$ cat config.mk
export PLATFORM = sky130hd
export DESIGN_NAME = websocket_frame_deframer_top
export DESIGN_NICKNAME = d
export VERILOG_FILES = /design/src/hw/rtl/wsd_pkg.sv /design/src/hw/rtl/websocket_frame_deframer_top.sv /design/src/hw/rtl/wsd_front.sv /design/src/hw/rtl/wsd_queue.sv /design/src/hw/rtl/wsd_back.sv
export VERILOG_INCLUDE_DIRS = /design/src /design/src/hw/rtl
export SDC_FILE = /design/constraint.sdc
export NUM_CORES = 1
export LEC_CHECK = 0
export BUFFER_PORTS_ARGS = -buffer_cell sky130_fd_sc_hd__buf_2
export CORE_MARGIN = 3
export CORE_UTILIZATION = 55
export DETAILED_ROUTE_END_ITERATION = 12
export GPL_TIMING_DRIVEN = 1
export PLACE_DENSITY = 0.72
export RECOVER_POWER = 100
export SLEW_MARGIN = 20
export SYNTH_ARGS = -nofsm -noshare
export SYNTH_HDL_FRONTEND = slang
export SYNTH_HIERARCHICAL = 1
export SYNTH_SLANG_ARGS = --single-unit
$ cat constraint.sdc
create_clock -name clk -period 7.55 [get_ports clk]
set_clock_uncertainty 0.15 [all_clocks]
set_input_delay 0.755 -clock clk [delete_from_list [all_inputs] [get_ports clk]]
set_output_delay 0.755 -clock clk [all_outputs]
set_load 0.05 [all_outputs]
$ cat src/hw/rtl/assert_macros.svh
// assertion helpers shared by wsd_front, wsd_queue and wsd_back
`ifndef ASSERT_MACROS_SVH
`define ASSERT_MACROS_SVH

// property that must hold at every rising clock edge out of reset
`define WSD_ASSERT(label, clk, rst_n, prop, msg) \
    label: assert property (@(posedge clk) disable iff (!rst_n) (prop)) \
        else $error(msg);

// same-cycle implication
`define WSD_ASSERT_IMPL(label, clk, rst_n, pre, post, msg) \
    label: assert property (@(posedge clk) disable iff (!rst_n) (pre) |-> (post)) \
        else $error(msg);

`endif

$ cat src/hw/rtl/wsd_pkg.sv
// ----------------------------------------------------------------------------
// wsd_pkg
// shared types and constants of the websocket frame deframer
// ----------------------------------------------------------------------------
`timescale 1ns / 1ps
`default_nettype none

package wsd_pkg;

    localparam int MAX_CONTROL_PAYLOAD = 125;
    localparam int QUEUE_DEPTH         = 4;

    localparam int MAX_LENGTH_W = 41;
    localparam int CFG_INDEX_W  = 2;
    localparam int LENGTH_W     = 64;

    localparam logic [MAX_LENGTH_W-1:0] MAX_LENGTH_RESET = 41'h100_0000_0000;

    localparam logic [CFG_INDEX_W-1:0] CFG_MAX_LENGTH   = 2'd0;
    localparam logic [CFG_INDEX_W-1:0] CFG_REQUIRE_MASK = 2'd1;

    localparam logic [2:0] KIND_TEXT  = 3'd0;
    localparam logic [2:0] KIND_PONG  = 3'd1;
    localparam logic [2:0] KIND_CLOSE = 3'd2;
    localparam logic [2:0] KIND_ERROR = 3'd3;
    localparam logic [2:0] KIND_EMPTY = 3'd4;

    localparam logic [2:0] ERR_NONE        = 3'd0;
    localparam logic [2:0] ERR_UNMASKED    = 3'd1;
    localparam logic [2:0] ERR_TOO_LONG    = 3'd2;
    localparam logic [2:0] ERR_BAD_OPCODE  = 3'd3;
    localparam logic [2:0] ERR_PING_LENGTH = 3'd4;

    localparam logic [3:0] OPC_TEXT  = 4'h1;
    localparam logic [3:0] OPC_CLOSE = 4'h8;
    localparam logic [3:0] OPC_PING  = 4'h9;
    localparam logic [3:0] OPC_PONG  = 4'ha;

    localparam logic [6:0] LEN_EXT16 = 7'd126;
    localparam logic [6:0] LEN_EXT64 = 7'd127;

    localparam logic [7:0] PONG_HEADER_BYTE = 8'h8a;

    typedef enum logic [2:0] {
        PH_OPCODE,
        PH_LEN,
        PH_EXTLEN,
        PH_MASK,
        PH_PAYLOAD
    } phase_t;

    typedef enum logic [2:0] {
        CMD_TEXT,
        CMD_PONG,
        CMD_CLOSE,
        CMD_ERROR,
        CMD_EMPTY,
        CMD_PING_HDR
    } cmd_op_t;

    typedef struct packed {
        cmd_op_t    op;
        logic [7:0] data;
        logic       last;
        logic [2:0] err;
    } cmd_t;

    typedef struct packed {
        logic [2:0] kind;
        logic [7:0] data;
        logic       last;
        logic [2:0] err;
    } res_t;

    typedef struct packed {
        logic [MAX_LENGTH_W-1:0] max_length;
        logic                    require_mask;
    } cfg_t;

endpackage

`default_nettype wire

$ cat src/hw/rtl/websocket_frame_deframer_top.sv
// ----------------------------------------------------------------------------
// websocket_frame_deframer_top
// client-to-server websocket frame parser with queue-style ports
// ----------------------------------------------------------------------------
// Takes one received byte per clock while full is low. A byte's result item
// passes through the command queue and the result register and is held on
// the result ports until popped. Most bytes give at most one item; the byte
// that completes a ping header gives two (0x8a and the length), and the
// command queue between parser and result stage absorbs the extra item.
// Sustained rate is one byte per cycle when pop is kept high. A close frame
// or any error stops the parser until reset; later bytes are accepted and
// dropped. Configuration is written through cfg_we/cfg_index/cfg_data.
// ----------------------------------------------------------------------------
`timescale 1ns / 1ps
`default_nettype none

module websocket_frame_deframer_top #(
    parameter int QUEUE_DEPTH = wsd_pkg::QUEUE_DEPTH
) (
    input  wire logic                             clk,
    input  wire logic                             rst_n,
    input  wire logic                             cfg_we,
    input  wire logic [wsd_pkg::CFG_INDEX_W-1:0]  cfg_index,
    input  wire logic [wsd_pkg::MAX_LENGTH_W-1:0] cfg_data,
    input  wire logic                             push,
    output logic                                  full,
    input  wire logic [7:0]                       rx_byte,
    input  wire logic                             pop,
    output logic                                  empty,
    output logic [2:0]                            kind,
    output logic [7:0]                            data_byte,
    output logic                                  last,
    output logic [2:0]                            error_code
);

    wsd_pkg::cfg_t cfg_reg;
    wsd_pkg::cmd_t cmd;
    wsd_pkg::cmd_t q_data;
    wsd_pkg::res_t res;
    logic          cmd_push;
    logic          q_pop;
    logic          q_empty;
    logic          in_accept;

    assign in_accept = push && !full;

    always_ff @(posedge clk or negedge rst_n)
    begin
        if (!rst_n)
        begin
            cfg_reg.max_length   <= wsd_pkg::MAX_LENGTH_RESET;
            cfg_reg.require_mask <= 1'b1;
        end
        else if (cfg_we)
        begin
            case (cfg_index)
                wsd_pkg::CFG_MAX_LENGTH:   cfg_reg.max_length   <= cfg_data;
                wsd_pkg::CFG_REQUIRE_MASK: cfg_reg.require_mask <= cfg_data[0];
                default:                   cfg_reg              <= cfg_reg;
            endcase
        end
    end

    wsd_front u_front (
        .clk       (clk),
        .rst_n     (rst_n),
        .cfg       (cfg_reg),
        .in_accept (in_accept),
        .rx_byte   (rx_byte),
        .cmd_push  (cmd_push),
        .cmd       (cmd)
    );

    wsd_queue #(
        .DEPTH (QUEUE_DEPTH)
    ) u_queue (
        .clk     (clk),
        .rst_n   (rst_n),
        .wr_en   (cmd_push),
        .wr_data (cmd),
        .rd_en   (q_pop),
        .rd_data (q_data),
        .full    (full),
        .empty   (q_empty)
    );

    wsd_back u_back (
        .clk     (clk),
        .rst_n   (rst_n),
        .q_empty (q_empty),
        .q_data  (q_data),
        .q_pop   (q_pop),
        .pop     (pop),
        .empty   (empty),
        .res     (res)
    );

    assign kind       = res.kind;
    assign data_byte  = res.data;
    assign last       = res.last;
    assign error_code = res.err;

endmodule

`default_nettype wire

$ cat src/hw/rtl/wsd_front.sv
// ----------------------------------------------------------------------------
// wsd_front
// header parser and payload unmasking, at most one command per accepted byte
// ----------------------------------------------------------------------------
`timescale 1ns / 1ps
`default_nettype none

`include "assert_macros.svh"

module wsd_front (
    input  wire logic          clk,
    input  wire logic          rst_n,
    input  wire wsd_pkg::cfg_t cfg,
    input  wire logic          in_accept,
    input  wire logic [7:0]    rx_byte,
    output logic               cmd_push,
    output wsd_pkg::cmd_t      cmd
);

    wsd_pkg::phase_t                phase_reg, phase_next;
    logic [3:0]                     opcode_reg, opcode_next;
    logic [3:0]                     hbl_reg, hbl_next;
    logic [wsd_pkg::LENGTH_W-1:0]   rem_reg, rem_next;
    logic [31:0]                    key_reg, key_next;
    logic [1:0]                     pos_reg, pos_next;
    logic                           halted_reg, halted_next;
    logic                           mask_seen_reg, mask_seen_next;
    logic                           long_reg, long_next;

    logic                           len_done;
    logic                           len_was64;
    logic                           begin_pl;
    logic [wsd_pkg::LENGTH_W-1:0]   rem_cand;
    logic                           mask_cand;
    logic [1:0]                     key_idx;
    logic [7:0]                     pay_byte;
    logic [wsd_pkg::LENGTH_W-1:0]   rem_dec;
    logic [3:0]                     hbl_dec;

    always_comb
    begin
        key_idx  = 2'd0 - hbl_reg[1:0];
        pay_byte = rx_byte ^ key_reg[{pos_reg, 3'b000} +: 8];
        rem_dec  = rem_reg - 64'd1;
        hbl_dec  = hbl_reg - 4'd1;
    end

    always_comb
    begin
        phase_next     = phase_reg;
        opcode_next    = opcode_reg;
        hbl_next       = hbl_reg;
        rem_next       = rem_reg;
        key_next       = key_reg;
        pos_next       = pos_reg;
        halted_next    = halted_reg;
        mask_seen_next = mask_seen_reg;
        long_next      = long_reg;
        cmd_push       = 1'b0;
        cmd            = '{op: wsd_pkg::CMD_TEXT, data: 8'd0, last: 1'b0,
                           err: wsd_pkg::ERR_NONE};
        len_done       = 1'b0;
        len_was64      = 1'b0;
        begin_pl       = 1'b0;
        rem_cand       = rem_reg;
        mask_cand      = mask_seen_reg;

        if (in_accept && !halted_reg)
        begin
            case (phase_reg)
                wsd_pkg::PH_OPCODE:
                begin
                    opcode_next = rx_byte[3:0];
                    if (rx_byte[3:0] == wsd_pkg::OPC_CLOSE)
                    begin
                        halted_next = 1'b1;
                        cmd_push    = 1'b1;
                        cmd.op      = wsd_pkg::CMD_CLOSE;
                    end
                    else if (rx_byte[3:0] != wsd_pkg::OPC_TEXT &&
                             rx_byte[3:0] != wsd_pkg::OPC_PING &&
                             rx_byte[3:0] != wsd_pkg::OPC_PONG)
                    begin
                        halted_next = 1'b1;
                        cmd_push    = 1'b1;
                        cmd.op      = wsd_pkg::CMD_ERROR;
                        cmd.err     = wsd_pkg::ERR_BAD_OPCODE;
                    end
                    else
                    begin
                        phase_next = wsd_pkg::PH_LEN;
                    end
                end
                wsd_pkg::PH_LEN:
                begin
                    mask_cand      = rx_byte[7];
                    mask_seen_next = rx_byte[7];
                    if (rx_byte[6:0] == wsd_pkg::LEN_EXT16 ||
                        rx_byte[6:0] == wsd_pkg::LEN_EXT64)
                    begin
                        long_next  = (rx_byte[6:0] == wsd_pkg::LEN_EXT64);
                        hbl_next   = (rx_byte[6:0] == wsd_pkg::LEN_EXT64) ? 4'd8 : 4'd2;
                        rem_next   = '0;
                        phase_next = wsd_pkg::PH_EXTLEN;
                    end
                    else
                    begin
                        long_next = 1'b0;
                        rem_cand  = {57'd0, rx_byte[6:0]};
                        rem_next  = rem_cand;
                        len_done  = 1'b1;
                    end
                end
                wsd_pkg::PH_EXTLEN:
                begin
                    rem_cand = {rem_reg[wsd_pkg::LENGTH_W-9:0], rx_byte};
                    rem_next = rem_cand;
                    hbl_next = hbl_dec;
                    if (hbl_dec == 4'd0)
                    begin
                        len_done  = 1'b1;
                        len_was64 = long_reg;
                    end
                end
                wsd_pkg::PH_MASK:
                begin
                    key_next[{key_idx, 3'b000} +: 8] =
                        key_reg[{key_idx, 3'b000} +: 8] | rx_byte;
                    hbl_next = hbl_dec;
                    if (hbl_dec == 4'd0)
                    begin
                        begin_pl = 1'b1;
                    end
                end
                wsd_pkg::PH_PAYLOAD:
                begin
                    pos_next = pos_reg + 2'd1;
                    rem_next = rem_dec;
                    if (rem_dec == '0)
                    begin
                        phase_next = wsd_pkg::PH_OPCODE;
                    end
                    cmd.data = pay_byte;
                    cmd.last = (rem_dec == '0);
                    if (opcode_reg == wsd_pkg::OPC_TEXT)
                    begin
                        cmd_push = 1'b1;
                        cmd.op   = wsd_pkg::CMD_TEXT;
                    end
                    else if (opcode_reg == wsd_pkg::OPC_PING)
                    begin
                        cmd_push = 1'b1;
                        cmd.op   = wsd_pkg::CMD_PONG;
                    end
                end
                default:
                begin
                    phase_next = wsd_pkg::PH_OPCODE;
                end
            endcase
        end

        if (len_done)
        begin
            if (len_was64 && rem_cand > {23'd0, cfg.max_length})
            begin
                halted_next = 1'b1;
                cmd_push    = 1'b1;
                cmd.op      = wsd_pkg::CMD_ERROR;
                cmd.err     = wsd_pkg::ERR_TOO_LONG;
            end
            else if (!mask_cand && cfg.require_mask)
            begin
                halted_next = 1'b1;
                cmd_push    = 1'b1;
                cmd.op      = wsd_pkg::CMD_ERROR;
                cmd.err     = wsd_pkg::ERR_UNMASKED;
            end
            else if (opcode_reg == wsd_pkg::OPC_PING &&
                     rem_cand > 64'(wsd_pkg::MAX_CONTROL_PAYLOAD))
            begin
                halted_next = 1'b1;
                cmd_push    = 1'b1;
                cmd.op      = wsd_pkg::CMD_ERROR;
                cmd.err     = wsd_pkg::ERR_PING_LENGTH;
            end
            else
            begin
                key_next = '0;
                if (mask_cand)
                begin
                    phase_next = wsd_pkg::PH_MASK;
                    hbl_next   = 4'd4;
                end
                else
                begin
                    begin_pl = 1'b1;
                end
            end
        end

        if (begin_pl)
        begin
            pos_next   = 2'd0;
            phase_next = (rem_cand == '0) ? wsd_pkg::PH_OPCODE : wsd_pkg::PH_PAYLOAD;
            if (opcode_reg == wsd_pkg::OPC_PING)
            begin
                cmd_push = 1'b1;
                cmd.op   = wsd_pkg::CMD_PING_HDR;
                cmd.data = {1'b0, rem_cand[6:0]};
                cmd.last = (rem_cand == '0);
            end
            else if (opcode_reg == wsd_pkg::OPC_TEXT && rem_cand == '0)
            begin
                cmd_push = 1'b1;
                cmd.op   = wsd_pkg::CMD_EMPTY;
            end
        end
    end

    always_ff @(posedge clk or negedge rst_n)
    begin
        if (!rst_n)
        begin
            phase_reg     <= wsd_pkg::PH_OPCODE;
            opcode_reg    <= 4'd0;
            hbl_reg       <= 4'd0;
            rem_reg       <= '0;
            key_reg       <= 32'd0;
            pos_reg       <= 2'd0;
            halted_reg    <= 1'b0;
            mask_seen_reg <= 1'b0;
            long_reg      <= 1'b0;
        end
        else
        begin
            phase_reg     <= phase_next;
            opcode_reg    <= opcode_next;
            hbl_reg       <= hbl_next;
            rem_reg       <= rem_next;
            key_reg       <= key_next;
            pos_reg       <= pos_next;
            halted_reg    <= halted_next;
            mask_seen_reg <= mask_seen_next;
            long_reg      <= long_next;
        end
    end

    `WSD_ASSERT_IMPL(a_halted_silent, clk, rst_n, halted_reg, !cmd_push, "command after halt")

endmodule

`default_nettype wire

$ cat src/hw/rtl/wsd_queue.sv
// ----------------------------------------------------------------------------
// wsd_queue
// small register queue of commands between parser and result stage
// ----------------------------------------------------------------------------
`timescale 1ns / 1ps
`default_nettype none

`include "assert_macros.svh"

module wsd_queue #(
    parameter int DEPTH = wsd_pkg::QUEUE_DEPTH
) (
    input  wire logic          clk,
    input  wire logic          rst_n,
    input  wire logic          wr_en,
    input  wire wsd_pkg::cmd_t wr_data,
    input  wire logic          rd_en,
    output wsd_pkg::cmd_t      rd_data,
    output logic               full,
    output logic               empty
);

    localparam int PTR_W = $clog2(DEPTH);
    localparam int CNT_W = $clog2(DEPTH + 1);

    wsd_pkg::cmd_t    mem_reg [DEPTH];
    logic [PTR_W-1:0] wr_ptr_reg, wr_ptr_next;
    logic [PTR_W-1:0] rd_ptr_reg, rd_ptr_next;
    logic [CNT_W-1:0] count_reg, count_next;
    logic             do_wr;
    logic             do_rd;

    assign full    = (count_reg == CNT_W'(DEPTH));
    assign empty   = (count_reg == '0);
    assign rd_data = mem_reg[rd_ptr_reg];
    assign do_wr   = wr_en && !full;
    assign do_rd   = rd_en && !empty;

    always_comb
    begin
        wr_ptr_next = wr_ptr_reg;
        rd_ptr_next = rd_ptr_reg;
        count_next  = count_reg;
        if (do_wr)
        begin
            wr_ptr_next = (wr_ptr_reg == PTR_W'(DEPTH - 1)) ? '0 : wr_ptr_reg + 1'b1;
        end
        if (do_rd)
        begin
            rd_ptr_next = (rd_ptr_reg == PTR_W'(DEPTH - 1)) ? '0 : rd_ptr_reg + 1'b1;
        end
        if (do_wr && !do_rd)
        begin
            count_next = count_reg + 1'b1;
        end
        else if (do_rd && !do_wr)
        begin
            count_next = count_reg - 1'b1;
        end
    end

    always_ff @(posedge clk)
    begin
        if (do_wr)
        begin
            mem_reg[wr_ptr_reg] <= wr_data;
        end
    end

    always_ff @(posedge clk or negedge rst_n)
    begin
        if (!rst_n)
        begin
            wr_ptr_reg <= '0;
            rd_ptr_reg <= '0;
            count_reg  <= '0;
        end
        else
        begin
            wr_ptr_reg <= wr_ptr_next;
            rd_ptr_reg <= rd_ptr_next;
            count_reg  <= count_next;
        end
    end

    `WSD_ASSERT(a_count_bound, clk, rst_n, count_reg <= CNT_W'(DEPTH), "queue count overflow")

endmodule

`default_nettype wire

$ cat src/hw/rtl/wsd_back.sv
// ----------------------------------------------------------------------------
// wsd_back
// result stage: expands commands into result items behind an output register
// ----------------------------------------------------------------------------
`timescale 1ns / 1ps
`default_nettype none

`include "assert_macros.svh"

module wsd_back (
    input  wire logic          clk,
    input  wire logic          rst_n,
    input  wire logic          q_empty,
    input  wire wsd_pkg::cmd_t q_data,
    output logic               q_pop,
    input  wire logic          pop,
    output logic               empty,
    output wsd_pkg::res_t      res
);

    logic           valid_reg, valid_next;
    logic           second_reg, second_next;
    wsd_pkg::res_t  res_reg, res_next;
    logic           load_ok;
    logic           head_is_hdr;

    assign empty       = !valid_reg;
    assign res         = res_reg;
    assign load_ok     = !valid_reg || pop;
    assign head_is_hdr = !q_empty && q_data.op == wsd_pkg::CMD_PING_HDR;

    always_comb
    begin
        valid_next  = valid_reg;
        second_next = second_reg;
        res_next    = res_reg;
        q_pop       = 1'b0;
        if (load_ok)
        begin
            valid_next = second_reg || !q_empty;
            if (second_reg)
            begin
                // length byte of the pong header
                res_next    = '{kind: wsd_pkg::KIND_PONG, data: q_data.data,
                                last: q_data.last, err: wsd_pkg::ERR_NONE};
                second_next = 1'b0;
                q_pop       = 1'b1;
            end
            else if (!q_empty)
            begin
                res_next = '{kind: wsd_pkg::KIND_TEXT, data: q_data.data,
                             last: q_data.last, err: q_data.err};
                q_pop    = 1'b1;
                case (q_data.op)
                    wsd_pkg::CMD_TEXT:  res_next.kind = wsd_pkg::KIND_TEXT;
                    wsd_pkg::CMD_PONG:  res_next.kind = wsd_pkg::KIND_PONG;
                    wsd_pkg::CMD_CLOSE: res_next.kind = wsd_pkg::KIND_CLOSE;
                    wsd_pkg::CMD_ERROR: res_next.kind = wsd_pkg::KIND_ERROR;
                    wsd_pkg::CMD_EMPTY: res_next.kind = wsd_pkg::KIND_EMPTY;
                    wsd_pkg::CMD_PING_HDR:
                    begin
                        res_next    = '{kind: wsd_pkg::KIND_PONG,
                                        data: wsd_pkg::PONG_HEADER_BYTE,
                                        last: 1'b0, err: wsd_pkg::ERR_NONE};
                        second_next = 1'b1;
                        q_pop       = 1'b0;
                    end
                    default:            res_next.kind = wsd_pkg::KIND_ERROR;
                endcase
            end
        end
    end

    always_ff @(posedge clk)
    begin
        res_reg <= res_next;
    end

    always_ff @(posedge clk or negedge rst_n)
    begin
        if (!rst_n)
        begin
            valid_reg  <= 1'b0;
            second_reg <= 1'b0;
        end
        else
        begin
            valid_reg  <= valid_next;
            second_reg <= second_next;
        end
    end

    `WSD_ASSERT_IMPL(a_second_head, clk, rst_n, second_reg, head_is_hdr, "pong header lost")

endmodule

`default_nettype wire

==> results.md, run 1 <==
- DP HPWL: 26.43 mm
- Syn Std Cell Area: 14340 um2
- Post-synth cell types: 91
- Failing checks: capacitance limit, slew limit
- Initial antenna violation count: 0
- Initial Utilization: 56.46%
- Number of flip-flops in the largest register: 64
- Clk root buf: clkbuf_16
- WL/cell: 21.67 um
- Routed wire length: 39.03 mm
- CP startpoint kind: flop
- Setup Buffers After CTS: 0
- Design area: 15510 um2
- Sum Neg Setup Slack: 0 ns
- Number of cell rows: 58
- Max frequency: 0.1459 GHz
- Critical path type: reg -> reg
- Slew HR: -227.2%
- Sequential element share of the synthesized area: 44.16%
- CTS sink cnt: 238
- Remaining Overflow, GRT: 0
- Worst Path Required: 7.81 ns
- Max Slew Vio Count: 354
- Share of cells above drive strength 1: 14.89%
- Largest net degree at the start of global routing: 105
- Status: finished with violations
- Hold/Removal Path Class: in -> reg
- Total track usage: 27.43%
- Synth top area share: 28.09%
- # IOs: 73
- Nets: 1562
- IO Port Bufs: 72
- Placed Instances: 1753
- Sw frac: 36.02%
- Pleak: 6.268 nW
- Syn_area_per_cell: 9.959 um2
- Crit. End Element: flop
- Register share of total power: 43.2%
- Placer Congestion: 0.9520
- Synthesis Warnings: 6
- Largest area contributor in the netlist: dfrtp_1
- Dpl cell area: 14770 um2
- Number of synthesized flops with an enable pin: 75
- Drt first pass iters: 6
- Clk_lat worst skew: 0.54 ns
- Top_reg_cell synth: dfrtp_1
- Worst-path maximum fanout: 13
- Crit share post-route: 90.80%
- Endpoints failing hold: 0
- Power consumption: 4.183 mW
- Die width: 167.5 um
- DRC Markers: 0
- Peak VDD IR: 0.2922 mV
- Comb power frac: 27.4%
- Hold Buf Count CTS: 0
- Die ar.: 28050 um2
- Syn Inst Count: 1440
- Num CTS Buffers: 26
- Antenna cells: 0
- Pint: 2.676 mW
- Sw Pwr: 1.507 mW
- First-pass GRT wire length: 63.10 mm
- H-tree levels: 1
- Seq cells post-synth: 238
- Crit path time final: 6.855 ns
- Pwr per Cell Area: 269.8 nW/um2
- Via Count: 11870
- CTS clock-pin slew for the worst setup and hold paths: 0.06 ns
- Die Y: 167.5 um
- Vias in the first global route: 11410
- Layout Cells excl Fill: 1801
- Filler cell count: 2150
- CTS tree: built
- Post-DRT Antenna Nets: 0
- Clock share of power: 29.4%
- Post-CTS Resized: 0
- Crit path arrival time: 7.12 ns
- CORE AREA: 25400 um2
- Initial DRC count: 1462
- Clk buf depth: 3
- Unrepaired setup endpoints after global routing: no
- Top post-synthesis cells by area: dfrtp_1, edfxtp_1, mux4_2
- Maxcap violations: 6
- Mean number of vias per cell: 6.592
- Fin util: 61.06%
- Share of synthesized registers carrying an async set or reset: 68.49%
- Area grow syn2layout: 8.140%
- Least-Margin Pin Slew: 4.908 ns
- Final setup fails: 0
- Syn nets: 1551
## kinds of logic (layout without fill, tap and decap cells)
logic type	Yosys count	after routing	share of synthesized area, %
adders and majority gates	55	55	4.851
and+or+nand+nor	466	466	17.26
xor gates and xnor gates	40	40	2.443
buffers and inverters	179	210	5.296
DFF	238	238	44.16
muxes	82	82	8.908
AOI/OAI and AO/OA	380	380	17.08
## power by group through the flow
| stage | Combinational, mW | Clock (mW) | Sequential [mW] |
|---|---|---|---|
| finish | 1.15 | 1.23 | 1.81 |
| global route | 1.26 | 1.31 | 1.82 |
| CTS | 1.17 | 1.25 | 1.79 |
| detailed placement | 1.16 | 0 | 1.81 |
| global placement | 1.13 | 0 | 1.81 |
| floorplan | 0.878 | 0 | 1.77 |
## layout by cell type, fill, tap and decap left out, types with 11 or more instances in the layout
master / instances
dfrtp_1: 161
nor2_1: 154
o21ai_0: 125
a21oi_1: 77
edfxtp_1: 75
inv_1: 74
nand2_1: 71
ha_1: 54
buf_2: 53
nor3_1: 50
a22oi_1: 46
mux2_2: 44
nor4_1: 32
clkbuf_1: 31
mux4_2: 31
a22o_1: 30
xnor2_1: 29
clkbuf_16: 26
o22ai_1: 24
nand4_1: 22
nand3_1: 19
a32oi_1: 18
nor3b_1: 14
nand2b_1: 11
xor2_1: 11
## synthesized netlist by cell type, drive strengths merged, types with 26 or more instances
library cell,number
a22o,30
clkbuf,79
ha,54
a22oi,46
nand2,73
mux4,31
nor3,53
dfrtp,161
a21oi,77
nor2,157
nor4,36
o21ai,126
mux2,49
xnor2,29
edfxtp,75
inv,74
buf,26
## area by class of cell
class	count	area, um2	area share [%]
clock inverter	11	100.1	0.6454
sequential	238	6334	40.84
clock buffer	37	732.0	4.720
tap	330	412.9	2.662
multi-input combinational	1023	7219	46.55
timing repair buffer	88	432.9	2.791
inverter	74	277.8	1.791
## worst paths after layout
kind	depth (start not counted)	endpoint	slack, ns	startpoint
min in group asynchronous	1	cfg_reg[34]	1.84	rst_n
min reg2reg	2	u_front/long_reg	0.33	u_front/long_reg
min	2	cfg_reg[39]	0.29	cfg_data[38]
max in group asynchronous	2	u_front/key_reg[24]	1.60	rst_n
max reg2reg	23	u_queue/count_reg[1]	0.69	u_queue/count_reg[2]
max	23	u_queue/count_reg[1]	0.69	u_queue/count_reg[2]
## per-layer routing
metal / track usage [%] / wire length (um) / part of all wire (%)
met5: 0 / 0 / 0
met4: 8.289 / 992 / 2.5
met3: 5.524 / 4038 / 10
met2: 41.35 / 17400 / 45
met1: 40.49 / 16600 / 43
## stage by stage
step,hold slack [ns],worst slack [ns]
2_1_floorplan,0.2919,1.448
3_3_place_gp,0.3161,0.6017
3_5_place_dp,0.3200,0.3750
4_1_cts,0.1830,0.5265
5_1_grt,0.2925,0.1812
6_report,0.2925,0.6948
## worst max-delay path, cell delays in order, from the launching register on
cell and delay, ns:
dfrtp_1 0.41, nor3b_2 0.22, nor2b_1 0.30, nor3b_2 0.47, o21ai_0 0.16, buf_4 0.21
nor2_1 0.47, buf_4 0.24, o21ai_0 0.10, ha_1 0.31, nand4_1 0.14, nor4_1 0.43
nand4_1 0.14, o21ai_0 0.15, o21bai_1 0.20, nand3_1 0.22, o32ai_2 0.48, o211a_1 0.29
a211o_1 0.12, nor2b_1 0.43, ha_1 0.27, inv_1 0.06, fa_1 0.45, mux2_2 0.30
(Power assumes the default switching activity.)
==> run 2: changes to the inputs <==
--- a/config.mk
+++ b/config.mk
@@ -6,12 +6,15 @@
 export SDC_FILE = /design/constraint.sdc
 export NUM_CORES = 1
 export LEC_CHECK = 0
+export ABC_AREA = 1
 export BUFFER_PORTS_ARGS = -buffer_cell sky130_fd_sc_hd__buf_2
+export CELL_PAD_IN_SITES_DETAIL_PLACEMENT = 0
+export CELL_PAD_IN_SITES_GLOBAL_PLACEMENT = 2
 export CORE_MARGIN = 3
-export CORE_UTILIZATION = 55
+export CORE_UTILIZATION = 37
 export DETAILED_ROUTE_END_ITERATION = 12
 export GPL_TIMING_DRIVEN = 1
-export PLACE_DENSITY = 0.72
+export PLACE_DENSITY = 0.8
 export RECOVER_POWER = 100
 export SLEW_MARGIN = 20
 export SYNTH_ARGS = -nofsm -noshare
==> run 2 against run 1 <==
Effect of this change:
- the flow still finishes with violations (capacitance limit, slew limit)
- sequential cell count unchanged
- first-iteration DRC count decreased by 29%
- via count increased by 18%
- largest cell class unchanged
- highest routed layer unchanged
==> results.md, run 2 <==
- Seq cells post-synth: 238 (unchanged)
- Design area: 17060 um2 (+10%)
- CP max stage cell: nand2_1
- Comb power frac: 18.6% (-8.8 points)
- Pint: 2.452 mW (-8.4%)
- Remaining Overflow, GRT: 0 (unchanged)
- Antenna cells: 0 (unchanged)
- First-pass GRT wire length: 78.99 mm (+25%)
- CP startpoint kind: flop
- Share of cells above drive strength 1: 7.761% (-7.1 points)
- Die ar.: 44420 um2 (+58%)
- Syn_area_per_cell: 7.495 um2 (-25%)
- Worst Path Required: 7.92 ns (+0.11 ns)
- Share of synthesized registers carrying an async set or reset: 68.49% (unchanged)
- Die width: 210.8 um (+26%)
- Post-synth cell types: 52 (-43%)
- Total track usage: 22.53% (-4.9 points)
- Worst-path maximum fanout: 29 (+16)
- Synth cell count leaders: nand2_1, nor2_1, inv_1
- Die Y: 210.8 um (+26%)
- DRC Markers: 0 (unchanged)
- Syn Std Cell Area: 15510 um2 (+8.2%)
- Post-CTS Resized: 0 (unchanged)
- Dpl cell area: 16200 um2 (+9.6%)
- H-tree levels: 1 (unchanged)
- Unrepaired setup endpoints after global routing: no
- Critical path type: reg -> reg
- Largest net degree at the start of global routing: 98 (-6.7%)
- Syn Inst Count: 2070 (+44%)
- Largest area contributor in the netlist: dfrtp_1
- Peak VDD IR: 0.1932 mV (-34%)
- Number of flip-flops in the largest register: 64 (unchanged)
- Clock share of power: 38.6% (+9.2 points)
- Via Count: 14060 (+18%)
- Area grow syn2layout: 9.936%
- Status: finished with violations
- Top_reg_cell synth: dfrtp_1
- Sw frac: 32.12% (-3.9 points)
- Vias in the first global route: 13890 (+22%)
- Least-Margin Pin Slew: 4.049 ns (-0.8594 ns)
- Synth top area share: 25.97% (-2.1 points)
- Fin util: 41.49% (-20 points)
- Slew HR: -169.9% (+57 points)
- Top post-synthesis cells by area: dfrtp_1, edfxtp_1, nand2_1
- Crit path largest cell delay: 0.75 ns (+0.27 ns)
- Post-DRT Antenna Nets: 0 (unchanged)
- Sum Neg Setup Slack: 0 ns (unchanged)
- Initial DRC count: 1036 (-29%)
- Clk buf depth: 3 (unchanged)
- Failing checks: capacitance limit, slew limit
- Max Slew Vio Count: 340 (-4.0%)
- CTS clock-pin slew for the worst setup and hold paths: 0.06 ns (about the same)
- CORE AREA: 41110 um2 (+62%)
- Worst setup margin: 1.114 ns (+0.4187 ns)
- Syn nets: 2181 (+41%)
- Crit path time final: 6.436 ns (-0.4187 ns)
- Number of synthesized flops with an enable pin: 75 (unchanged)
- IO Port Bufs: 72 (unchanged)
- Endpoints failing hold: 0 (unchanged)
- CTS tree: built
- Clk_lat worst skew: 0.58 ns (+0.04 ns)
- Crit path top cell by count: nand2_1
- Routed wire length: 50.47 mm (+29%)
- Register share of total power: 42.8% (-0.4 points)
- Initial Utilization: 37.74% (-19 points)
- Mean number of vias per cell: 5.290 (-20%)
- CTS sink cnt: 238 (unchanged)
- Most common cell in the netlist: nand2_1
- DP HPWL: 36.40 mm (+38%)
- Commonest cells after routing, fill and taps aside: nand2_1, nor2_1, inv_1
- Depth of the most critical reg-to-reg path: 33 (+43%)
- Crit share post-route: 85.25% (-5.5 points)
- Filler cell count: 4398 (+100%)
- Pwr per Cell Area: 211.8 nW/um2 (-21%)
- Sequential element share of the synthesized area: 40.83% (-3.3 points)
- Clk root buf: clkbuf_16
- Hold Buf Count CTS: 0 (unchanged)
- Worst slack at placement: 1.345 ns (+0.9699 ns)
- WL/cell: 18.99 um (-12%)
- Sw Pwr: 1.160 mW (-23%)
- Setup Buffers After CTS: 0 (unchanged)
- Initial antenna violation count: 0 (unchanged)
- Power consumption: 3.612 mW (-14%)
- Drt first pass iters: 6 (unchanged)
- Max frequency: 0.1554 GHz (+6.5%)
- Synthesis Warnings: 6 (unchanged)
- Reg2reg setup slack: 1.11 ns (+0.42 ns)
- Crit path arrival time: 6.80 ns (-0.32 ns)
- Hold/Removal Path Class: in -> async
- Nets: 2214 (+42%)
- Number of cell rows: 74 (+28%)
- Placer Congestion: 0.8723 (-8.4%)
- # IOs: 73 (unchanged)
- Crit. End Element: flop
- Final setup fails: 0 (unchanged)
- Commonest non-fill, non-tap cell in the layout: nand2_1
- Maxcap violations: 6 (unchanged)
- Num CTS Buffers: 29 (+12%)
- Pleak: 7.886 nW (+26%)
-- run 2: changes by cell type after synthesis, sizes merged, moves of 20 or more --
cell and delta:
a22o -30, clkbuf -30, inv +189, mux2 -49, mux4 -31, nand2 +452
nand3 +117, nand4 +20, nor2 +129, nor3 -25, nor4 -31, o211ai +37
xnor2 -21, xor2 +44
-- run 2: cell families (layout without fill, tap and decap cells) --
logic type | count (synthesis) | after routing | share of synthesized area, %
compound gates | 331 | 331 | 13.06
xor+xnor | 63 | 63 | 3.557
fa+ha+maj | 55 | 55 | 4.484
buf+inv | 353 | 409 | 9.654
flops | 238 | 238 | 40.83
simple gates | 1030 | 1030 | 28.42
-- run 2: worst paths after layout --
| check | startpoint | end |
|---|---|---|
| setup / recovery | u_queue/count_reg[0] | u_queue/count_reg[2] |
| min in group clk | cfg_data[30] | cfg_reg[31] |
| setup reg to reg | u_queue/count_reg[0] | u_queue/count_reg[2] |
| max in group asynchronous | rst_n | u_front/rem_reg[55] |
| hold / removal | rst_n | u_back/second_reg |
| hold reg to reg | u_front/halted_reg | u_front/halted_reg |
-- run 2: final cells by class --
type	instances	area (um2)	area share (%)
flip-flops and latches	238	6334	37.14
repair buffers	89	450.4	2.641
clock inverters	11	126.4	0.7410
well taps	532	665.6	3.903
clock buffers	43	808.3	4.739
inverters	266	998.5	5.854
multi-input cells	1479	7672	44.99
-- run 2: worst max-delay path, delay by kind of cell, from the launching register on --
family,cells,cell delay [ns]
buffers and inverters,6,0.55
flip-flops,1,0.43
AND/OR/NAND/NOR,23,3.97
adder cells (fa/ha/maj),3,0.85
AO/OA/AOI/OAI,1,0.38
-- run 2: power by group through the flow --
stage | clock network (mW) | registers, mW | logic, mW
CTS | 1.44 | 1.55 | 0.713
detailed placement | 0 | 1.57 | 0.710
finish | 1.40 | 1.54 | 0.672
global route | 1.49 | 1.56 | 0.764
floorplan | 0 | 1.66 | 0.470
global placement | 0 | 1.57 | 0.700
-- run 2: layer usage --
| metal | global-route usage, % | share of wire [%] | vias up |
|---|---|---|---|
| met4 | 7.783 | 3.6 | 0 |
| met3 | 3.282 | 4.8 | 94 |
| met2 | 37.49 | 47 | 369 |
| li1 | - | - | 6867 |
| met1 | 30.19 | 44 | 6732 |
| met5 | 0 | 0 | - |
-- run 2: stage by stage --
step	hold WS, ns	instances
3_5_place_dp	0.3103	2604
2_1_floorplan	0.2825	2070
4_1_cts	0.1438	2658
3_3_place_gp	0.3070	2604
5_1_grt	0.1711	2658
6_report	0.1111	2658
